File: src/rtl/lsc_pkg.sv
// Package for the LSA structure checker: payload structs, error codes and
// header/body constants. It depends on nothing; every rtl file uses it.
package lsc_pkg;

   typedef struct packed {
      logic [7:0] data_byte;
      logic       last_byte;
   } req_type;

   typedef struct packed {
      logic        valid_res;
      logic [3:0]  error_code;
      logic [7:0]  lsa_type;
      logic [15:0] stated_length;
   } rsp_type;

   // Verdict handed from the parser to the result stage.
   typedef struct packed {
      logic [3:0]  code;
      logic [7:0]  lsa_type;
      logic [15:0] length;
   } verdict_type;

   localparam logic [3:0] ERR_OK         = 4'd0;
   localparam logic [3:0] ERR_SHORT      = 4'd1;
   localparam logic [3:0] ERR_LENGTH     = 4'd2;
   localparam logic [3:0] ERR_AGE        = 4'd3;
   localparam logic [3:0] ERR_ROUTER0    = 4'd4;
   localparam logic [3:0] ERR_SEQ        = 4'd5;
   localparam logic [3:0] ERR_TYPE       = 4'd6;
   localparam logic [3:0] ERR_ID         = 4'd7;
   localparam logic [3:0] ERR_RTR_SHORT  = 4'd8;
   localparam logic [3:0] ERR_LINK_FIT   = 4'd9;
   localparam logic [3:0] ERR_LINK_TYPE  = 4'd10;
   localparam logic [3:0] ERR_LINK_END   = 4'd11;
   localparam logic [3:0] ERR_NET_SHORT  = 4'd12;
   localparam logic [3:0] ERR_NET_WORD   = 4'd13;
   localparam int         ERR_LAST       = 13;
   localparam int         FAIL_W         = 14;

   localparam logic [16:0] COUNT_MAX      = 17'h1FFFF;
   localparam logic [16:0] HDR_BYTES      = 17'd20;
   localparam logic [15:0] HDR_BYTES16    = 16'd20;
   localparam logic [15:0] MAX_AGE_RESET  = 16'd3600;
   localparam logic [31:0] SEQ_RESERVED   = 32'h80000000;
   localparam logic [7:0]  TYPE_ROUTER    = 8'd1;
   localparam logic [7:0]  TYPE_NETWORK   = 8'd2;
   localparam logic [15:0] ROUTER_MIN_LEN = 16'd24;
   localparam logic [15:0] NET_MIN_LEN    = 16'd28;
   localparam logic [10:0] LINK_FIXED     = 11'd12;

endpackage

File: src/rtl/lsc_parser.sv
// Byte parser of the LSA structure checker: header capture, header checks,
// router link walk and network word checks. Depends on lsc_pkg.
module lsc_parser (
   input  logic                 clock,
   input  logic                 reset,
   input  logic                 step,
   input  lsc_pkg::req_type     req,
   input  logic [15:0]          max_age,
   output lsc_pkg::verdict_type verdict
);

   logic [16:0] count_ff, count_in;
   logic [15:0] age_ff, age_in;
   logic [7:0]  type_ff, type_in;
   logic [31:0] lsid_ff, lsid_in;
   logic [31:0] adv_ff, adv_in;
   logic [31:0] seq_ff, seq_in;
   logic [15:0] len_ff, len_in;
   logic [15:0] links_ff, links_in;
   logic [10:0] offset_ff, offset_in;
   logic [10:0] size_ff, size_in;
   logic        wnz_ff, wnz_in;
   logic [lsc_pkg::FAIL_W-1:0] fail_ff, fail_in;

   logic [7:0]  b;
   logic [15:0] p;
   logic [15:0] payload_len;
   logic [15:0] len_hdr;
   logic [15:0] links_new;
   logic [10:0] pos;
   logic [10:0] lsize_new;
   logic [16:0] room;
   logic [3:0]  code;

   always_comb begin
      count_in    = count_ff;
      age_in      = age_ff;
      type_in     = type_ff;
      lsid_in     = lsid_ff;
      adv_in      = adv_ff;
      seq_in      = seq_ff;
      len_in      = len_ff;
      links_in    = links_ff;
      offset_in   = offset_ff;
      size_in     = size_ff;
      wnz_in      = wnz_ff;
      fail_in     = fail_ff;
      b           = req.data_byte;
      p           = count_ff[15:0] - lsc_pkg::HDR_BYTES16;
      payload_len = len_ff - lsc_pkg::HDR_BYTES16;
      len_hdr     = {len_ff[15:8], b};
      links_new   = {links_ff[15:8], b};
      pos         = offset_ff;
      lsize_new   = lsc_pkg::LINK_FIXED + {1'b0, b, 2'b00};
      room        = {1'b0, payload_len} - {1'b0, p} + 17'd9;

      if (count_ff < lsc_pkg::COUNT_MAX) begin
         count_in = count_ff + 17'd1;
      end

      if (count_ff < lsc_pkg::HDR_BYTES) begin
         unique case (count_ff[4:0])
            5'd0:  age_in[15:8]   = b;
            5'd1:  age_in[7:0]    = b;
            5'd3:  type_in        = b;
            5'd4:  lsid_in[31:24] = b;
            5'd5:  lsid_in[23:16] = b;
            5'd6:  lsid_in[15:8]  = b;
            5'd7:  lsid_in[7:0]   = b;
            5'd8:  adv_in[31:24]  = b;
            5'd9:  adv_in[23:16]  = b;
            5'd10: adv_in[15:8]   = b;
            5'd11: adv_in[7:0]    = b;
            5'd12: seq_in[31:24]  = b;
            5'd13: seq_in[23:16]  = b;
            5'd14: seq_in[15:8]   = b;
            5'd15: seq_in[7:0]    = b;
            5'd18: len_in[15:8]   = b;
            5'd19: len_in[7:0]    = b;
            default: ;
         endcase
         // The last header byte completes the length, so checks use it directly.
         if (count_ff[4:0] == 5'd19) begin
            if (age_ff > max_age) fail_in[lsc_pkg::ERR_AGE] = 1'b1;
            if (adv_ff == 32'd0) fail_in[lsc_pkg::ERR_ROUTER0] = 1'b1;
            if (seq_ff == lsc_pkg::SEQ_RESERVED) fail_in[lsc_pkg::ERR_SEQ] = 1'b1;
            if (type_ff == lsc_pkg::TYPE_ROUTER) begin
               if (len_hdr < lsc_pkg::ROUTER_MIN_LEN) begin
                  fail_in[lsc_pkg::ERR_RTR_SHORT] = 1'b1;
               end else if (lsid_ff != adv_ff) begin
                  fail_in[lsc_pkg::ERR_ID] = 1'b1;
               end
            end else if (type_ff == lsc_pkg::TYPE_NETWORK) begin
               if (len_hdr < lsc_pkg::NET_MIN_LEN || len_hdr[1:0] != 2'd0) begin
                  fail_in[lsc_pkg::ERR_NET_SHORT] = 1'b1;
               end
            end else begin
               fail_in[lsc_pkg::ERR_TYPE] = 1'b1;
            end
         end
      end else if (count_ff < {1'b0, len_ff} && fail_ff == '0) begin
         if (type_ff == lsc_pkg::TYPE_ROUTER) begin
            if (p == 16'd2) begin
               links_in = {b, 8'd0};
            end else if (p == 16'd3) begin
               links_in  = links_new;
               offset_in = '0;
               size_in   = '0;
               if (links_new != 16'd0) begin
                  if (payload_len < 16'd16) fail_in[lsc_pkg::ERR_LINK_FIT] = 1'b1;
               end else if (payload_len != 16'd4) begin
                  fail_in[lsc_pkg::ERR_LINK_END] = 1'b1;
               end
            end else if (p >= 16'd4 && links_ff != 16'd0) begin
               if (pos == 11'd8 && (b < 8'd1 || b > 8'd4)) begin
                  fail_in[lsc_pkg::ERR_LINK_TYPE] = 1'b1;
               end else if (pos == 11'd9 && {6'd0, lsize_new} > room) begin
                  size_in = lsize_new;
                  fail_in[lsc_pkg::ERR_LINK_END] = 1'b1;
               end else begin
                  if (pos == 11'd9) size_in = lsize_new;
                  offset_in = pos + 11'd1;
                  // The link ends here: start the next one or require the body end.
                  if (pos >= 11'd11 && {1'b0, pos} + 12'd1 == {1'b0, size_ff}) begin
                     links_in  = links_ff - 16'd1;
                     offset_in = '0;
                     size_in   = '0;
                     if (links_ff != 16'd1) begin
                        if ({1'b0, p} + 17'd13 > {1'b0, payload_len}) begin
                           fail_in[lsc_pkg::ERR_LINK_FIT] = 1'b1;
                        end
                     end else if ({1'b0, p} + 17'd1 != {1'b0, payload_len}) begin
                        fail_in[lsc_pkg::ERR_LINK_END] = 1'b1;
                     end
                  end
               end
            end
         end else if (type_ff == lsc_pkg::TYPE_NETWORK && p >= 16'd4) begin
            if (p[1:0] == 2'd0) begin
               wnz_in = (b != 8'd0);
            end else begin
               wnz_in = wnz_ff || (b != 8'd0);
            end
            if (p[1:0] == 2'd3 && !wnz_in) fail_in[lsc_pkg::ERR_NET_WORD] = 1'b1;
         end
      end

      code = lsc_pkg::ERR_OK;
      if (count_in < lsc_pkg::HDR_BYTES) begin
         code = lsc_pkg::ERR_SHORT;
      end else if (count_in != {1'b0, len_in}) begin
         code = lsc_pkg::ERR_LENGTH;
      end else begin
         // Lowest set failure bit wins.
         for (int k = lsc_pkg::ERR_LAST; k >= int'(lsc_pkg::ERR_AGE); k--) begin
            if (fail_in[k]) code = 4'(k);
         end
      end
      verdict.code     = code;
      verdict.lsa_type = type_in;
      verdict.length   = len_in;
   end

   always_ff @(posedge clock) begin
      if (reset || (step && req.last_byte)) begin
         count_ff  <= '0;
         age_ff    <= '0;
         type_ff   <= '0;
         lsid_ff   <= '0;
         adv_ff    <= '0;
         seq_ff    <= '0;
         len_ff    <= '0;
         links_ff  <= '0;
         offset_ff <= '0;
         size_ff   <= '0;
         wnz_ff    <= 1'b0;
         fail_ff   <= '0;
      end else if (step) begin
         count_ff  <= count_in;
         age_ff    <= age_in;
         type_ff   <= type_in;
         lsid_ff   <= lsid_in;
         adv_ff    <= adv_in;
         seq_ff    <= seq_in;
         len_ff    <= len_in;
         links_ff  <= links_in;
         offset_ff <= offset_in;
         size_ff   <= size_in;
         wnz_ff    <= wnz_in;
         fail_ff   <= fail_in;
      end
   end

   // A verdict always leaves the parser ready for a fresh LSA.
   a_clear_after_last: assert property (@(posedge clock) disable iff (reset)
      step && req.last_byte |=> count_ff == '0 && fail_ff == '0)
      else $error("parser state not cleared after final byte");

endmodule

File: src/rtl/lsa_structure_check_core.sv
// Top level of the LSA structure checker: byte handshake, max_age register
// and result register. Depends on lsc_pkg and lsc_parser.
// Throughput: one byte per cycle; a byte is taken whenever the result
// register is empty or is being drained in the same cycle.
// Result: the verdict is in the result register in the cycle after the
// transfer of the final byte; the parser state is the only input register.
// Reset: synchronous; clears the parser state and result valid, and loads
// max_age with 3600.
module lsa_structure_check_core (
   input  logic             clock,
   input  logic             reset,
   input  logic             req_valid,
   output logic             req_ready,
   input  lsc_pkg::req_type req_data,
   output logic             rsp_valid,
   input  logic             rsp_ready,
   output lsc_pkg::rsp_type rsp_data,
   input  logic             csr_valid,
   output logic             csr_ready,
   input  logic [15:0]      csr_data
);

   logic [15:0]          max_age_ff;
   logic                 rsp_valid_ff, rsp_valid_in;
   lsc_pkg::rsp_type     rsp_data_ff, rsp_data_in;
   lsc_pkg::verdict_type verdict;
   logic                 req_fire;

   assign csr_ready = 1'b1;
   assign req_ready = !rsp_valid_ff || rsp_ready;
   assign req_fire  = req_valid && req_ready;
   assign rsp_valid = rsp_valid_ff;
   assign rsp_data  = rsp_data_ff;

   lsc_parser u_parser (
      .clock   (clock),
      .reset   (reset),
      .step    (req_fire),
      .req     (req_data),
      .max_age (max_age_ff),
      .verdict (verdict)
   );

   always_comb begin
      rsp_valid_in = rsp_valid_ff;
      rsp_data_in  = rsp_data_ff;
      if (req_fire && req_data.last_byte) begin
         rsp_valid_in              = 1'b1;
         rsp_data_in.valid_res     = (verdict.code == lsc_pkg::ERR_OK);
         rsp_data_in.error_code    = verdict.code;
         rsp_data_in.lsa_type      = verdict.lsa_type;
         rsp_data_in.stated_length = verdict.length;
      end else if (rsp_ready) begin
         rsp_valid_in = 1'b0;
      end
   end

   always_ff @(posedge clock) begin
      if (reset) begin
         max_age_ff   <= lsc_pkg::MAX_AGE_RESET;
         rsp_valid_ff <= 1'b0;
      end else begin
         if (csr_valid && csr_ready) max_age_ff <= csr_data;
         rsp_valid_ff <= rsp_valid_in;
      end
   end

   always_ff @(posedge clock) begin
      rsp_data_ff <= rsp_data_in;
   end

   a_result_follows: assert property (@(posedge clock) disable iff (reset)
      req_fire && req_data.last_byte |=> rsp_valid_ff)
      else $error("no result after final byte transfer");

   a_valid_matches_code: assert property (@(posedge clock) disable iff (reset)
      rsp_valid_ff |-> rsp_data_ff.valid_res == (rsp_data_ff.error_code == lsc_pkg::ERR_OK))
      else $error("valid_res disagrees with error_code");

   a_code_range: assert property (@(posedge clock) disable iff (reset)
      rsp_valid_ff |-> rsp_data_ff.error_code <= lsc_pkg::ERR_NET_WORD)
      else $error("error_code out of range");

   a_stall_only_when_full: assert property (@(posedge clock) disable iff (reset)
      !req_ready |-> rsp_valid_ff && !rsp_ready)
      else $error("input stalled while result register can take a result");

endmodule

File: config.mk
export PLATFORM = sky130hd
export DESIGN_NAME = lsa_structure_check_core
export DESIGN_NICKNAME = d
export VERILOG_FILES = /design/src/rtl/lsc_pkg.sv /design/src/rtl/lsc_parser.sv /design/src/rtl/lsa_structure_check_core.sv
export SDC_FILE = /design/constraint.sdc
export NUM_CORES = 1
export LEC_CHECK = 0
export ABC_AREA = 1
export BUFFER_PORTS_ARGS = -buffer_cell sky130_fd_sc_hd__buf_4
export CAP_MARGIN = 15
export CORE_UTILIZATION = 30
export DETAILED_ROUTE_END_ITERATION = 16
export PLACE_DENSITY = 0.44
export SYNTH_ARGS = -nofsm -noshare
export SYNTH_HDL_FRONTEND = slang
export SYNTH_HIERARCHICAL = 1
export SYNTH_SLANG_ARGS = --single-unit
File: constraint.sdc
create_clock -name clock -period 4.7 [get_ports clock]
set_clock_uncertainty 0.05 [all_clocks]
set_input_delay 0.235 -clock clock [delete_from_list [all_inputs] [get_ports clock]]
set_output_delay 0.235 -clock clock [all_outputs]
set_load 0.01 [all_outputs]
==> results of run 1 <==
-- per-stage QoR --
| step | TNS (ns) | hold slack [ns] | std cells | utilization (%) | total power [mW] |
|---|---|---|---|---|---|
| finish | 0 | 0.0344 | 3146 | 38.8 | 6.64 |
| global route | -1.04 | 0.0516 | 3146 | 38.8 | 7.04 |
| CTS | 0 | 0.0133 | 3139 | 38.3 | 6.64 |
| detailed placement | -0.945 | 0.398 | 3039 | 35.4 | 4.24 |
| global placement | -0.439 | 0.390 | 3039 | 35.4 | 4.24 |
| floorplan | 0 | 0.307 | 2172 | - | 3.40 |
-- layout make-up --
| cell class | instances | area (µm²) |
|---|---|---|
| flip-flops and latches | 247 | 5250 |
| inverters | 258 | 981 |
| fillers | 5380 | 31500 |
| well taps | 680 | 851 |
| multi-input cells | 1595 | 9470 |
| repair buffers | 311 | 2460 |
| clock inverters | 11 | 106 |
| clock buffers | 44 | 843 |
-- sequential cells by signal, summed over array words and instances (netlist names), 16 cells and up --
| name | cells |
|---|---|
| u_parser/adv_ff | 32 |
| u_parser/lsid_ff | 32 |
| u_parser/seq_ff | 32 |
| rsp_data | 29 |
| u_parser/count_ff | 17 |
| max_age_ff | 16 |
| u_parser/age_ff | 16 |
| u_parser/len_ff | 16 |
| u_parser/links_ff | 16 |
-- logic make-up (layout without fill, tap and decap cells) --
| group | count (synthesis) | in the layout | share of synthesized area (%) |
|---|---|---|---|
| AOI/OAI and AO/OA | 526 | 526 | 18.5 |
| xor gates and xnor gates | 93 | 93 | 5.30 |
| adders and majority gates | 99 | 99 | 8.01 |
| buffers and inverters | 330 | 624 | 8.30 |
| DFF | 247 | 247 | 33.4 |
| muxes | 8 | 8 | 0.512 |
| other | 1 | 1 | 0.0240 |
| and+or+nand+nor | 868 | 868 | 25.9 |
-- how the worst max path moves through the flow --
| stage | startpoint | depth (start not counted) | endpoint | slack, ns |
|---|---|---|---|---|
| 6_report | u_parser/count_ff[2] | 40 | rsp_data[24] | 0.01 |
| 2_1_floorplan | u_parser/count_ff[2] | 41 | rsp_data[28] | 0.005 |
| 3_5_place_dp | u_parser/len_ff[2] | 41 | rsp_data[28] | -0.30 |
| 5_1_grt | u_parser/count_ff[2] | 41 | rsp_data[28] | -0.38 |
| 3_3_place_gp | u_parser/len_ff[2] | 41 | rsp_data[28] | -0.22 |
| 4_1_cts | u_parser/count_ff[3] | 39 | rsp_data[24] | 0.003 |
-- what timing repair did --
action | CTS | global route
buffers inserted | 8 | 6
hold buffers | 37 | 0
endpoints found under the hold margin | 21 | 0
pin swaps | 11 | 27
endpoints found under the setup margin | 13 | 21
resized for setup | 31 | 49
-- Yosys cell counts (8+ instances only) --
master      n
clkbuf_1   58
dfxtp_1   218
ha_1       97
inv_2      17
nor2_1    183
mux2i_1     8
xnor2_1    34
or2_2      12
edfxtp_1   29
inv_1     231
nor2_4     10
nand2_2    15
nand2_1   385
xor2_1     57
o21ai_0   194
nor4_1     31
a211oi_1   35
o21ai_1    19
nand4_1    45
nand3_1   107
a21oi_1   225
nor3_1     42
-- power by group --
part           total, mW  internal, mW  leakage, nW  switching, mW
logic               2.16         0.933         6.55           1.22
clock network       2.26          1.30        0.456          0.962
registers           2.23          2.19         2.04         0.0405
total               6.64          4.42         9.05           2.23
-- per-layer routing --
metal	routed length, µm	up-vias	track usage [%]
met5	9	-	0
met4	1370	2	5.24
met3	1890	78	2.29
met2	25900	293	35.1
met1	25300	7325	26.9
li1	-	7898	-
-- critical path, delay by kind of cell (launching register included) --
| family | cells | cell delay, ns |
|---|---|---|
| AO/OA/AOI/OAI | 4 | 0.55 |
| flip-flops | 1 | 0.36 |
| buffers and inverters | 4 | 0.28 |
| AND/OR/NAND/NOR | 27 | 2.06 |
| adder cells (fa/ha/maj) | 4 | 1.02 |
| XOR/XNOR | 1 | 0.14 |
==> metrics.txt, run 1 <==
Slew headroom 26.7%; HP Class primary input to flop; Worst Path Arrival 4.97 ns; R2R depth 40; deepest clock path buffer count 3; post-detail-place hpwl slightly above 40000 µm; final setup vio count 0; period utilisation layout 99.8%; Main synth FF type dfxtp_1; flops & latches, synth 247; Die ar. about 53000 µm²; TritonCTS clock tree done; Final Max Tran Viols 0; max_cap viols 0; Hold Path End u_parser/links_ff[9]; Horiz. Die Dim 230 µm; # diodes 0; worst slack at placement -0.301 ns; WS Path Type flop to flop; CP endpoint kind flop; DRC Markers 0; Area Overhead vs Synth 27.4%; RR Endpoint rsp_data[24]; std cell rows 83; DRT antenna net count 0; hold path cells 3; Crit Reg-Reg Startpoint u_parser/count_ff[2]; startpoint types flop; global route total overflow 0; Initial Utilization 30.5%; top-area cell type share of the netlist area 27.9%; IO Pins 62; H-tree lvl count 1; Max Freq 213 MHz; vias per cell 4.96; Design Area, Final between 15000 and 20000 µm²; most frequent cells in the layout nand2_1 (368), buf_4 (269), inv_1 (224); final WL 54500 µm; minimum clock period between 4 and 5 ns; Gate Count Post-Synth 2172; Num CTS Buffers 30; largest net degree at the start of global routing 99; hold path start req_data[2]; CTS Root Cell clkbuf_16; Total Nets Final 2572; Synth Area per Inst 7.21 µm²; Max stage delay on crit path 0.36 ns; asr flop ratio synth 0%; clk slew on worst S/H paths 0.06 ns; outcome finished, final reports clean; port buffer count 60; Leak 9.05 nW; Crit path required time 4.98 ns; Die Height 230 µm; RSZ-0062 raised after global routing true; most common cell after layout, fill and taps aside nand2_1; cell mode on critical path nand2_1; share of cells above drive strength 1 around 20%; cell taking the most area after synthesis dfxtp_1; Critical Path Fanout Max 4; global-route wire length before repair 85100 µm; Power per Cell Area ~330 nW/µm²; DRT Pass-1 Iters 5; initial antenna violation count 2; Final WS setup 0.0105 ns; FF-to-FF setup slack 0.01 ns; worst ir drop on vdd approximately 0.27 mV; average wire per standard cell 17.3 µm; Tot GR Track Use slightly above 20%; placed cell areas roughly 18000 µm²; Clock Latency Late Sink around 0.59 ns; Synth Warn # 6; Post-Synthesis Net Count 2301; post-synthesis sequential area ratio between 30% and 40%; worst-margin pin slew roughly 1.1 ns; DRC violation total after the first TritonRoute iteration 880; clk sinks around 250; Post-synth EDFFs 29; critical path's slowest cell dfxtp_4; final hold vios 0; Post-Syn Area 15700 µm²; number of global-route vias before repair 15195; GP Congestion around 0.91; synth unique cells 63; dominant cells by area after synthesis dfxtp_1 (28%), nand2_1 (9.2%), ha_1 (7.8%); Core Footprint 51400 µm²; Vias 15596
Note: power is estimated with default switching activity, not from simulation.
==> run 2, diff against run 1 <==
--- a/config.mk
+++ b/config.mk
@@ -11,6 +11,7 @@
 export CORE_UTILIZATION = 30
 export DETAILED_ROUTE_END_ITERATION = 16
 export PLACE_DENSITY = 0.44
+export REMOVE_ABC_BUFFERS = 1
 export SYNTH_ARGS = -nofsm -noshare
 export SYNTH_HDL_FRONTEND = slang
 export SYNTH_HIERARCHICAL = 1
==> run 2 against run 1 <==
Effect of this change:
- the flow now finishes with violations (setup timing)
- first-iteration DRC count decreased by 0.57%
- non-clock buffer count increased by 2
- sequential share of layout area decreased by 0.21 points
- via count decreased by 0.72%
- cell count unchanged
- register-to-register slack about the same
- clock power increased by 5%
- power increased by 1.8%
- clock-buffer cell count decreased by 2
- combinational power about the same
- largest cell class unchanged
- largest power group unchanged
==> metrics.txt, run 2 (synthesis gave the netlist of run 1 again) <==
largest net degree at the start of global routing 105 (was 99); initial antenna violation count 0 (was 2); minimum clock period 4.70 ns (was 4.69 ns); IO Pins 62 (unchanged); # diodes 0 (unchanged); Post-Place Cells 3037 (was 3039); TritonCTS clock tree done (unchanged); Vias 15484 (was 15596); final hold vios 0 (unchanged); worst-margin pin slew 1.18 ns (was 1.09 ns); Worst Path Arrival 4.99 ns (was 4.97 ns); post-detail-place hpwl 41000 µm (was 41600 µm); DRT antenna net count 0 (unchanged); period utilisation layout 100% (was 99.8%); Final Max Tran Viols 0 (unchanged); outcome complete, but fails checks (was finished, final reports clean); Area Overhead vs Synth 28.4% (was 27.4%); final WL 54500 µm (about the same); Pwr Total 6.76 mW (was 6.64 mW); FF-to-FF setup slack -0.002 ns (was 0.01 ns); Setup TNS Final -0.00207 ns (was 0 ns); std cell rows 83 (unchanged); CTS Root Cell clkbuf_16 (unchanged); Design Area, Final 20100 µm² (was 20000 µm²); CP endpoint kind flop (unchanged); global-route wire length before repair 84800 µm (was 85100 µm); max_cap viols 0 (unchanged); WS Path Type flop to flop (unchanged); RSZ-0062 raised after global routing true (unchanged); Power per Cell Area 336 nW/µm² (was 333 nW/µm²); Core Footprint 51400 µm² (unchanged); Horiz. Die Dim 230 µm (unchanged); Util after Layout 39.1% (was 38.8%); HP Class primary input to flop (unchanged); Final WS setup -0.00207 ns (was 0.0105 ns); Critical Path Fanout Max 4 (unchanged); clk slew on worst S/H paths 0.07 ns (was 0.06 ns); Die ar. 53100 µm² (unchanged); Slew headroom 20.8% (was 26.7%); placed cell areas 18100 µm² (was 18200 µm²); Logic pwr share 31.8% (was 32.5%); Clock Latency Late Sink 0.60 ns (was 0.59 ns); failing checks setup timing; Total Nets Final 2574 (was 2572); Num CTS Buffers 30 (unchanged); deepest clock path buffer count 3 (unchanged); average wire per standard cell 17.3 µm (about the same); cell mode on critical path nand2_2 (was nand2_1); port buffer count 60 (unchanged); Sw Share 32.9% (was 33.5%); NetSw 2.23 mW (about the same); clock share of power 35.2% (was 34.0%); startpoint types flop (unchanged); Tot GR Track Use 20.3% (was 20.4%); Initial Utilization 30.5% (unchanged); Crit path required time 4.99 ns (was 4.98 ns); Largest regs u_parser/adv_ff x32, u_parser/lsid_ff x32, u_parser/seq_ff x32 (unchanged); global route total overflow 0 (unchanged); critical path's slowest cell dfxtp_2 (was dfxtp_4); vias per cell 4.92 (was 4.96); Pint 4.53 mW (was 4.42 mW); final setup vio count 1 (was 0); Die Height 230 µm (unchanged); Post-Layout Cell Count 3146 (unchanged); GP Congestion 0.883 (was 0.908); DRT Pass-1 Iters 7 (was 5); clk sinks 247 (unchanged); Leak 9.14 nW (was 9.05 nW); Max Freq 213 MHz (about the same); H-tree lvl count 1 (unchanged); DRC violation total after the first TritonRoute iteration 875 (was 880); most common cell after layout, fill and taps aside nand2_1 (unchanged); DRC Markers 0 (unchanged); worst ir drop on vdd 0.267 mV (was 0.268 mV); share of cells above drive strength 1 20.5% (was 19.7%); Max stage delay on crit path 0.34 ns (was 0.36 ns); most frequent cells in the layout nand2_1 (368), buf_4 (271), inv_1 (223) (was nand2_1 (368), buf_4 (269), inv_1 (224)); sequential power share 33.0% (was 33.5%); number of global-route vias before repair 14835 (was 15195)
==> run 2: changes by cell type in the layout (fill, tap and decap cells not counted), sizes merged <==
cell	delta
clkbuf	-3
buf	+4
clkinvlp	+1
dlygate4sd3	-1
inv	+1
clkinv	-3
bufinv	+1
==> run 2: what timing repair did <==
item / 4_1_cts / 5_1_grt
hold endpoints to repair: 20 / 0
hold buffers: 36 / 0
resized for setup: 35 / 62
setup endpoints to repair: 20 / 21
setup buffers: 6 / 13
pin swaps: 10 / 29
gates cloned: 0 / 1
==> run 2: worst max-delay path: cells and delay by family (launching register included) <==
| kind | cells | cell delay (ns) |
|---|---|---|
| XOR/XNOR | 1 | 0.14 |
| flip-flops | 1 | 0.34 |
| AO/OA/AOI/OAI | 6 | 0.79 |
| adder cells (fa/ha/maj) | 4 | 1.02 |
| buffers and inverters | 4 | 0.29 |
| AND/OR/NAND/NOR | 21 | 1.79 |
==> run 2: final timing paths <==
path                             start  cells past startpoint                  end
setup / recovery  u_parser/count_ff[2]                     36         rsp_data[28]
hold / removal                   reset                      4  u_parser/age_ff[13]
setup reg to reg  u_parser/count_ff[2]                     36         rsp_data[28]
hold reg to reg        u_parser/wnz_ff                      2      u_parser/wnz_ff
==> run 2: per-stage QoR <==
step / worst slack, ns / hold WS [ns]
after floorplan: -1.79 / 0.307
after global placement: -0.254 / 0.387
after detailed placement: -0.368 / 0.393
after CTS: 0.00245 / 0.00901
after global routing: -0.467 / 0.0410
final: -0.00207 / 0.0460
==> run 2: final cells by class <==
cell class	instances	area [µm²]
Multi-Input combinational cell	1595	9520
Timing Repair Buffer	313	2490
Tap cell	680	851
Fill cell	5408	31300
Inverter	258	978
Sequential cell	247	5240
Clock buffer	42	876
Clock inverter	11	141
==> run 2: routing by layer <==
metal / vias up / track usage, % / wire (µm)
li1: 7879 / - / -
met1: 7260 / 29.0 / 27100
met2: 282 / 32.7 / 24300
met3: 63 / 1.88 / 1890
met4: 0 / 4.59 / 1160
met5: - / 0 / 0
==> run 2: power by group through the flow <==
stage / clock network, mW / registers [mW] / logic, mW
6_report: 2.38 / 2.23 / 2.15
3_5_place_dp: 0 / 2.27 / 1.93
4_1_cts: 2.45 / 2.23 / 2.06
3_3_place_gp: 0 / 2.28 / 1.93
5_1_grt: 2.53 / 2.24 / 2.38
2_1_floorplan: 0 / 2.28 / 1.09
==> run 3, diff against run 2 <==
--- a/config.mk
+++ b/config.mk
@@ -6,7 +6,7 @@
 export NUM_CORES = 1
 export LEC_CHECK = 0
 export ABC_AREA = 1
-export BUFFER_PORTS_ARGS = -buffer_cell sky130_fd_sc_hd__buf_4
+export BUFFER_PORTS_ARGS = -buffer_cell sky130_fd_sc_hd__buf_2
 export CAP_MARGIN = 15
 export CORE_UTILIZATION = 30
 export DETAILED_ROUTE_END_ITERATION = 16
==> run 3 against run 2 <==
Effect of this change:
- the run now ends clean
- cell count shrank 0.73%
- combinational power is 3% lower
- global-route usage down 0.21 points
- highest routed layer unchanged
- clock-buffer cell count did not move
- largest cell class unchanged
- flip-flop and latch count stayed put
- critical path depth rose by 6
- die area unchanged
- register-to-register slack about the same
- sequential share of layout area rose by 0.68 points
- worst setup slack improved by 0.012 ns
- sequential power hardly changed
==> metrics.txt, run 3 (synthesis gave the netlist of run 1 again) <==
Post-Layout Cell Count 3123 (was 3146); Final WS setup 0.00992 ns (was -0.00207 ns); final hold vios 0 (unchanged); std cell rows 83 (unchanged); most frequent cells in the layout nand2_1 (371), inv_1 (224), a21oi_1 (218) (was nand2_1 (368), buf_4 (271), inv_1 (223)); Crit Reg-Reg Startpoint u_parser/count_ff[2] (unchanged); TritonCTS clock tree done (unchanged); DRC violation total after the first TritonRoute iteration 1012 (was 875); final WL 54000 µm (was 54500 µm); period utilisation layout 99.8% (was 100%); CTS Root Cell clkbuf_16 (unchanged); Pwr Total 6.52 mW (was 6.76 mW); R2R depth 42 (was 36); largest net degree at the start of global routing 99 (was 105); hold path cells 3 (was 4); Max Freq 213 MHz (about the same); Core Footprint 51400 µm² (unchanged); RR Endpoint rsp_data[28] (unchanged); startpoint types flop (unchanged); RSZ-0062 raised after global routing true (unchanged); clock share of power 33.7% (was 35.2%); global-route wire length before repair 83700 µm (was 84800 µm); Total Nets Final 2548 (was 2574); DRT antenna net count 0 (unchanged); clk slew on worst S/H paths 0.06 ns (was 0.07 ns); Largest regs u_parser/adv_ff x32, u_parser/lsid_ff x32, u_parser/seq_ff x32 (unchanged); Worst Path Arrival 4.94 ns (was 4.99 ns); GP Congestion 0.855 (was 0.883); worst-margin pin slew 1.07 ns (was 1.18 ns); DRC Markers 0 (unchanged); most common cell after layout, fill and taps aside nand2_1 (unchanged); Final Max Tran Viols 0 (unchanged); Leak 8.89 nW (was 9.14 nW); placed cell areas 17900 µm² (was 18100 µm²); # diodes 0 (unchanged); IO Pins 62 (unchanged); cell mode on critical path nand2_1 (was nand2_2); post-detail-place hpwl 41200 µm (was 41000 µm); clk sinks 247 (unchanged); deepest clock path buffer count 3 (unchanged); Setup TNS Final 0 ns (was -0.00207 ns); share of cells above drive strength 1 19.8% (was 20.5%); Clock Latency Late Sink 0.58 ns (was 0.60 ns); Pint 4.35 mW (was 4.53 mW); NetSw 2.17 mW (was 2.23 mW); WHS 0.0417 ns (was 0.0460 ns); DRT Pass-1 Iters 5 (was 7); initial antenna violation count 0 (unchanged); Crit path required time 4.95 ns (was 4.99 ns); max_cap viols 0 (unchanged); HP Class primary input to flop (unchanged); worst slack at placement -0.288 ns (was -0.368 ns); final setup vio count 0 (was 1); H-tree lvl count 1 (unchanged); cell family with most CP delay simple AND/OR/NAND/NOR gates (unchanged); outcome finished, final reports clean (was complete, but fails checks); Util after Layout 38.1% (was 39.1%); hold path start req_valid (was reset); Post-Place Cells 3030 (was 3037); Sw Share 33.3% (was 32.9%); Max stage delay on crit path 0.34 ns (about the same); Num CTS Buffers 30 (unchanged); vias per cell 4.88 (was 4.92); worst ir drop on vdd 0.276 mV (was 0.267 mV); Critical Path Fanout Max 4 (unchanged); Horiz. Die Dim 230 µm (unchanged); FF-to-FF setup slack 0.01 ns (was -0.002 ns); Hold Path End rsp_data[20] (was u_parser/age_ff[13]); minimum clock period 4.69 ns (was 4.70 ns); average wire per standard cell 17.3 µm (about the same); critical path's slowest cell dfxtp_2 (unchanged); Die Height 230 µm (unchanged); Slew headroom 28.6% (was 20.8%); port buffer count 60 (unchanged); Vias 15254 (was 15484); Bufs and invs on worst path 3 (was 4); Area Overhead vs Synth 25.1% (was 28.4%); Logic pwr share 32.1% (was 31.8%); number of global-route vias before repair 14593 (was 14835); Die ar. 53100 µm² (unchanged); sequential power share 34.2% (was 33.0%); Design Area, Final 19600 µm² (was 20100 µm²); CP endpoint kind flop (unchanged); Power per Cell Area 333 nW/µm² (was 336 nW/µm²); Tot GR Track Use 20.0% (was 20.3%); global route total overflow 0 (unchanged); WS Path Type flop to flop (unchanged); Initial Utilization 30.5% (unchanged)
==> run 3: cell types whose count changed in the layout (fill, tap and decap cells not counted), moves of 4 or more <==
cell | before | now
buf_2 | 0 | 60
clkbuf_8 | 8 | 4
buf_4 | 271 | 200
dlygate4sd3_1 | 36 | 22
==> run 3: layout make-up <==
cell class	count	area, µm²
fill	5433	31800
multi-input combinational	1595	9480
sequential	247	5240
timing repair buffer	287	2090
inverter	258	983
clock buffer	42	857
tap	680	851
clock inverter	14	87.6
==> run 3: power by group through the flow <==
stage          combinational [mW]  clock [mW]  sequential (mW)
2_1_floorplan                1.09           0             2.28
3_3_place_gp                 1.90           0             2.27
3_5_place_dp                 1.91           0             2.27
4_1_cts                      2.00        2.26             2.23
5_1_grt                      2.32        2.36             2.24
6_report                     2.09        2.20             2.23
==> run 3: worst min-delay path, stage by stage <==
cell and delay, ns:
buf_2 0.09, inv_1 0.09, nor3_2 0.08
==> run 3: worst max-delay path by stage <==
stage	to	cells after the start	start	slack (ns)
after CTS	rsp_data[28]	32	u_parser/count_ff[3]	0.008
after floorplan	u_parser/fail_ff[10]	8	rsp_valid	-1.79
after global routing	rsp_data[28]	39	u_parser/count_ff[2]	-0.41
final	rsp_data[28]	42	u_parser/count_ff[2]	0.01
after global placement	rsp_data[28]	36	u_parser/count_ff[2]	-0.25
after detailed placement	rsp_data[28]	36	u_parser/len_ff[2]	-0.29
==> run 3: repair_timing <==
item / in CTS / in global routing
endpoints found under the hold margin: 17 / 0
hold buffers: 22 / 0
setup endpoints to repair: 13 / 32
gates resized for setup: 34 / 53
setup buffers: 2 / 10
pin swaps: 6 / 31
==> run 3: layer usage <==
metal	vias to the layer above	GRT usage (%)	routed length (µm)
li1	7842	-	-
met1	7059	28.1	26200
met2	294	32.7	24500
met3	59	2.48	2200
met4	0	4.35	1120
met5	-	0	0
